[config.mk]
export PLATFORM = sky130hd
export DESIGN_NAME = fbtr_front
export DESIGN_NICKNAME = d
export VERILOG_FILES = /design/src/rtl/fbtr_pkg.sv /design/src/rtl/fbtr_front.sv
export SDC_FILE = /design/constraint.sdc
export NUM_CORES = 1
export LEC_CHECK = 0
export CAP_MARGIN = 0
export CORE_UTILIZATION = 30
export DETAILED_ROUTE_END_ITERATION = 10
export DONT_BUFFER_PORTS = 1
export GPL_TIMING_DRIVEN = 0
export PLACE_DENSITY = 0.5
export SYNTH_ARGS = -nofsm -noshare
export SYNTH_HDL_FRONTEND = slang
export SYNTH_SLANG_ARGS = --single-unit
export TNS_END_PERCENT = 30
[constraint.sdc]
create_clock -name clk -period 4.4 [get_ports clk]
set_input_delay 0.44 -clock clk [delete_from_list [all_inputs] [get_ports clk]]
set_output_delay 0.44 -clock clk [all_outputs]
set_load 0.005 [all_outputs]
[src/rtl/fbtr_pkg.sv]
`timescale 1ns / 1ps
package fbtr_pkg;

  localparam int DisplayWidth    = 128;
  localparam int DisplayHeight   = 64;
  localparam int GlyphStoreDepth = 4096;

  localparam logic [7:0] SpaceCode = 8'd32;

  localparam logic [1:0] REG_FIRST_CODE  = 2'd0;
  localparam logic [1:0] REG_LAST_CODE   = 2'd1;
  localparam logic [1:0] REG_FONT_WIDTH  = 2'd2;
  localparam logic [1:0] REG_FONT_HEIGHT = 2'd3;

  typedef enum logic [2:0] {
    OP_CLEAR, OP_PIXEL, OP_GLYPH, OP_LOAD, OP_READ, OP_CURSOR, OP_STRING, OP_CLEAN
  } op_t;

  typedef struct packed {
    logic [2:0]  func;
    logic [7:0]  pos_x;
    logic [7:0]  pos_y;
    logic        ink;
    logic [7:0]  char_code;
    logic [11:0] glyph_addr;
    logic [7:0]  glyph_byte;
    logic [9:0]  fb_index;
  } in_t;

  typedef struct packed {
    logic [7:0] read_data;
    logic       is_dirty;
    logic       text_stopped;
  } out_t;

  typedef struct packed {
    op_t op;
    in_t item;
  } cmd_t;

  typedef struct packed {
    logic valid;
    cmd_t cmd;
  } head_t;

  typedef enum logic [2:0] {
    ST_SWEEP, ST_IDLE, ST_PREP, ST_BASE, ST_ISSUE, ST_WRITE, ST_READ, ST_DONE
  } state_t;

endpackage

[src/rtl/fbtr_front.sv]
`timescale 1ns / 1ps
module fbtr_front (
  input  logic              clk,
  input  logic              rst,
  input  logic              push,
  output logic              full,
  input  fbtr_pkg::in_t     cmd,
  input  logic              hold,
  output fbtr_pkg::head_t   head,
  input  logic              take
);

  fbtr_pkg::cmd_t slots [2];
  logic           wr_ptr;
  logic           rd_ptr;
  logic [1:0]     count;
  logic           do_push;
  logic           do_take;
  fbtr_pkg::op_t  op_dec;

  // classify the transaction by function code
  always_comb begin
    unique case (cmd.func)
      3'd0:    op_dec = fbtr_pkg::OP_CLEAR;
      3'd1:    op_dec = fbtr_pkg::OP_PIXEL;
      3'd2:    op_dec = fbtr_pkg::OP_GLYPH;
      3'd3:    op_dec = fbtr_pkg::OP_LOAD;
      3'd4:    op_dec = fbtr_pkg::OP_READ;
      3'd5:    op_dec = fbtr_pkg::OP_CURSOR;
      3'd6:    op_dec = fbtr_pkg::OP_STRING;
      default: op_dec = fbtr_pkg::OP_CLEAN;
    endcase
  end

  assign full       = (count == 2'd2) || hold;
  assign do_push    = push && !full;
  assign do_take    = take && (count != 2'd0);
  assign head.valid = (count != 2'd0);
  assign head.cmd   = slots[rd_ptr];

  always_ff @(posedge clk) begin
    if (do_push) begin
      slots[wr_ptr] <= '{op: op_dec, item: cmd};
    end
  end

  always_ff @(posedge clk) begin
    if (rst) begin
      wr_ptr <= 1'b0;
      rd_ptr <= 1'b0;
      count  <= 2'd0;
    end else begin
      if (do_push) wr_ptr <= ~wr_ptr;
      if (do_take) rd_ptr <= ~rd_ptr;
      if (do_push && !do_take) count <= count + 2'd1;
      else if (!do_push && do_take) count <= count - 2'd1;
    end
  end

endmodule

==> results of run 1 <==
[worst reg2reg max path: stages, from the launching register on]
cell,delay (ps)
dfxtp_1,400
nand2b_1,200
and3_4,820
[layout by cell type (no fill, tap or decap), types with 3 or more instances in the layout]
master     Yosys  layout
buf_2          4       4
clkbuf_1       3       7
o21ai_0        3       3
edfxtp_1     122     122
clkbuf_16      0      17
nor2_1         4       4
dfxtp_1        5       5
clkinv_2       0       3
clkbuf_8       0       5
nand2b_1       3       3
mux2_2        61      61
buf_4          3       3
xor2_1         3       3
[cell type report]
| cell class | count | area [µm²] |
|---|---|---|
| clock inverters | 6 | 82.6 |
| clock buffers | 26 | 509 |
| multi-input cells | 83 | 835 |
| fillers | 1380 | 9630 |
| well taps | 188 | 235 |
| repair buffers | 2 | 40.0 |
| plain buffers | 10 | 53.8 |
| flip-flops and latches | 127 | 3760 |
[where the power goes]
group,leakage (nW),internal (W),total [W],switching [W]
registers,1.16,0.00144,0.00147,0.0000286
logic,0.342,0.000242,0.000509,0.000267
clock network,0.290,0.000906,0.00137,0.000468
total,1.79,0.00259,0.00335,0.000763
[cells by family after synthesis]
| logic type | Yosys count | synth area share [%] |
|---|---|---|
| fa+ha+maj | 1 | 0.270 |
| mux | 61 | 14.8 |
| flops | 127 | 81.1 |
| buf+inv | 10 | 1.16 |
| compound gates | 4 | 0.431 |
| xor+xnor | 3 | 0.566 |
| simple gates | 14 | 1.65 |
[metal layers]
metal	up-vias	routed length [µm]	part of all wire, %	global-route usage, %
met2	104	4050	52	17.9
met5	-	0	0	0
li1	902	-	-	-
met4	0	142	1.8	5.95
met3	13	796	10	6.45
met1	985	2850	36	9.65
[registers in the layout, indices dropped and copies added, names as in the netlist, named ones only]
signal	count
slots	122
count	2
rd_ptr	1
wr_ptr	1
[metrics by stage]
| step | area (µm²) | setup slack (ps) |
|---|---|---|
| 5_1_grt | 5520 | 2240 |
| 4_1_cts | 5520 | 2290 |
| 3_5_place_dp | 4930 | 2470 |
| 2_1_floorplan | 4640 | 412 |
| 6_report | 5520 | 2370 |
| 3_3_place_gp | 4870 | -1390 |
[worst min path at each step]
stage / from / endpoint / slack (ps) / cells past startpoint
detailed placement: rd_ptr / flip-flop / 500 / 2
floorplan: count[1] / count[1] / 470 / 2
global placement: rd_ptr / rd_ptr / 490 / 2
global route: rst / rd_ptr / 70 / 1
finish: rst / count[0] / 100 / 1
CTS: rst / rd_ptr / 70 / 1
==> impl_metrics.ini, run 1 <==
[clocking]
htreeDepth = 4
cts_sinks = 127
cts_setup_buffers = 0
hold_buffers = 0
clockRootBuffer = clkbuf_16
clockBufferDepth = 2
cts_tree = yes
cts_buffers = 17
clk_latency_ps = 410
clk_pin_slew_ps = 50
cts_resized = 0

[routing]
drc_errors = 2
wl_per_cell_um = 17.7
postRouteAntennaNets = 0
drt_first_pass_iters = 7
wl_um = 7840
drtIter0Drc = 86
via_per_inst = 4.53
num_vias = 2004

[worst_setup_path]
critPathArrivalTime_ps = 1590
reg2reg_to = slots[1][45]
slowest_stage = mux2_2
cp_cell_sequence = buf_2 > buf_2 > mux2_2
critical_path.endpoint = head[30]
critPathMaxFanout = 10
cpLargestDelayFamily = buffers and inverters
reg2reg_from = count[0]
cpMostUsedCell = buf_2
cp.depth = 3
cp-end-kind = output pin
cpPeakStageDelay_ps = 410
reg2reg_depth = 2
required_ps = 3960
crit_path_start_kind = flip-flop
cp.buffers_inverters = 2
critical_path_class = reg2out
r2r_setup_slack_ps = 2580

[die]
dieArea_mm2 = 0.0160
io_pins = 126
die_w_um = 126
die_h_um = 126
coreArea_mm2 = 0.0151
start_util_pct = 30.6
core.rowCount = 45

[final_layout]
final_nets = 305
instances_no_fill = 442
area_delta_synth_final_pct = 19.0
final_util_pct = 36.4
diodes = 0
drive_gt1_share_pct = 39.8

[pwr]
peakVddDrop_mv = 0.304
power_w = 0.00335
powerDensity_mw_per_mm2 = 608
p_leak_nw = 1.79

[global_route]
grt_max_degree = 62
antenna_found_initial = 0
grt_first_pass_wirelength_um = 12000
grtUsageTotal_pct = 10.5
grt_overflow = 0
grt_pass1_vias = 2202

[run_status]
violations = design-rule violations
status = finished, violations left

[sta]
fin_skew_ps = 4.95
timing.final.crit_share_pct = 46.0
fin_tns_setup_ps = 0
finalSetupViolCount = 0
fin_crit_ps = 2030
drv_slew = 0
slew_headroom_pct = 39.2
rsz0062_at_grt = false
holdWs_ps = 97.5
clock.fmax_mhz = 494
tightest_slew_ps = 913
hold_viol = 0

[yosys]
synth_top_area_share_pct = 79.0
yosysUniqueCellTypes = 18
async_reset_ff_share_pct = 0
yosysWarnings = 0
syn_area_mm2 = 0.00464
synthFlopType = edfxtp_1
postSynthAreaPerCell_um2 = 21.1
syn_nets = 284
yosysTopAreaCell = edfxtp_1
synth_edf_count = 122
synth_common_cells = 122 x edfxtp_1, 61 x mux2_2, 5 x dfxtp_1
synth.most_common_cell = edfxtp_1
ys_ff_latch = 127
synthTopCellsByArea = edfxtp_1 79%, mux2_2 15%, dfxtp_1 2.2%, xor2_1 0.57%, buf_4 0.49%
ys_seq_area_share_pct = 81.1
synthCells = 220

[placed_design]
placedCellCount = 410
dp_hpwl_um = 4840
port_buffers = 0
finalWeightedCongestion = 0.661

[worst_hold_path]
hp-class = in2reg

[flow_run]
drv_cap = 0
Note: power is estimated with default switching activity, not from simulation.
==> inputs of run 2 (changes only) <==
Settings changed: PLACE_DENSITY 0.5 to 0.51.
Clock period 4.4 ns to 1.75 ns, I/O delays scaled along.
==> impl_metrics.ini, run 2 (same netlist as run 1, synthesis figures left out) <==
[run_status]
status = completed

[pwr]
p_leak_nw = 2.05
powerDensity_mw_per_mm2 = 1410
peakVddDrop_mv = 0.611
power_w = 0.00870

[clocking]
clockBufferDepth = 2
clk_pin_slew_ps = 50
clockRootBuffer = clkbuf_16
cts_sinks = 127
cts_buffers = 17
clk_latency_ps = 400
cts_tree = yes
cts_setup_buffers = 0
htreeDepth = 4

[final_layout]
reg_top3 = slots (122), count (2)
final_nets = 365
final_cell_mix = 122 x edfxtp_1, 61 x mux2_2, 59 x dlygate4sd3_1
final_util_pct = 40.6
top_register = slots
final_common_cell = edfxtp_1
largest_reg_flops = 122
area_delta_synth_final_pct = 32.6
instances_no_fill = 502
diodes = 0
drive_gt1_share_pct = 34.4

[worst_setup_path]
critPathMaxFanout = 10
critical_path_class = reg2out
cpPeakStageDelay_ps = 380
critPathArrivalTime_ps = 1490
slowest_stage = mux2_2
reg2reg_from = count[0]
crit_path_start_kind = flip-flop
cp_cell_sequence = buf_2 > buf_4 > mux2_2
required_ps = 1570
cp-end-kind = output pin

[routing]
met1Wirelength_um = 3430
wl_per_cell_um = 16.6
wl_met2_um = 4210
dr_wl_met3_um = 570
top_layer_used = met4
wl_um = 8320
via_per_inst = 4.45
postRouteAntennaNets = 0
drt_first_pass_iters = 4
drc_errors = 0
num_vias = 2236
drtIter0Drc = 85

[worst_hold_path]
hp-class = in2reg
hp-start = hold

[sta]
drv_slew = 0
tightest_slew_ps = 771
fin_skew_ps = 6.61
finalSetupViolCount = 0
hold_viol = 0
fin_tns_setup_ps = 0
slew_headroom_pct = 48.6
fin_crit_ps = 1670
rsz0062_at_grt = true
timing.final.crit_share_pct = 95.4
clock.fmax_mhz = 599

[placed_design]
dp_hpwl_um = 4900
port_buffers = 0
finalWeightedCongestion = 0.691
placedCellCount = 410

[die]
core.rowCount = 45
io_pins = 126
die_w_um = 126
die_h_um = 126
start_util_pct = 30.6
dieArea_mm2 = 0.0160
coreArea_mm2 = 0.0151

[global_route]
grt_max_degree = 32
grt_overflow = 0
grt_pass1_vias = 2368
grt_first_pass_wirelength_um = 12700
grtUsageTotal_pct = 11.2
antenna_found_initial = 0

[flow_run]
drv_cap = 0
-- run 2: cell types whose count changed in the layout (fill, tap and decap cells not counted), sizes merged --
| cell | delta |
|---|---|
| clkbuf | -5 |
| bufinv | +1 |
| clkinvlp | +2 |
| dlygate4sd3 | +59 |
| and3 | +1 |
| clkinv | +2 |
-- run 2: worst max-delay path, delay by kind of cell, from the launching register on --
kind | cells | cell delay, ps
muxes | 1 | 380
buffers and inverters | 2 | 410
DFF | 1 | 300
-- run 2: area by class of cell --
cell class	count	area [µm²]
Buffer	10	61.3
Clock buffer	21	470
Clock inverter	11	138
Fill cell	1357	8990
Multi-Input combinational cell	84	852
Sequential cell	127	3760
Tap cell	188	235
Timing Repair Buffer	61	631
-- run 2: worst paths after layout --
kind	slack, ps	to	cells past startpoint
hold / removal	50	wr_ptr	3
setup reg to reg	130	slots[0][23]	4
setup / recovery	80	head[15]	3
hold reg to reg	510	rd_ptr	2
-- run 2: metrics by stage --
| step | instance area, µm² | hold slack, ps | setup WS [ps] |
|---|---|---|---|
| after floorplan | 4660 | 240 | -227 |
| after global placement | 4890 | 243 | -849 |
| after detailed placement | 4940 | 245 | -19.2 |
| after CTS | 6140 | 21.1 | -64.2 |
| after global routing | 6150 | 55.7 | -52.8 |
| final | 6150 | 46.2 | 80.7 |
-- run 2: what timing repair did --
action / in CTS / in global routing
hold buffers: 59 / 0
cloned: 1 / 0
resized for setup: 0 / 6
endpoints found under the hold margin: 127 / 0
setup endpoints to repair: 91 / 60
-- run 2: per-layer routing --
metal	vias to the layer above	global-route usage (%)
met5	-	0
met4	0	5.10
met3	9	5.61
met2	85	18.5
met1	1118	12.0
li1	1024	-
-- run 2: report_power, final --
part	switching, W	total [W]	internal, W	leakage (nW)
registers	0.0000775	0.00370	0.00363	1.16
logic	0.000717	0.00144	0.000728	0.599
clock network	0.00121	0.00355	0.00234	0.295
total	0.00201	0.00870	0.00669	2.05
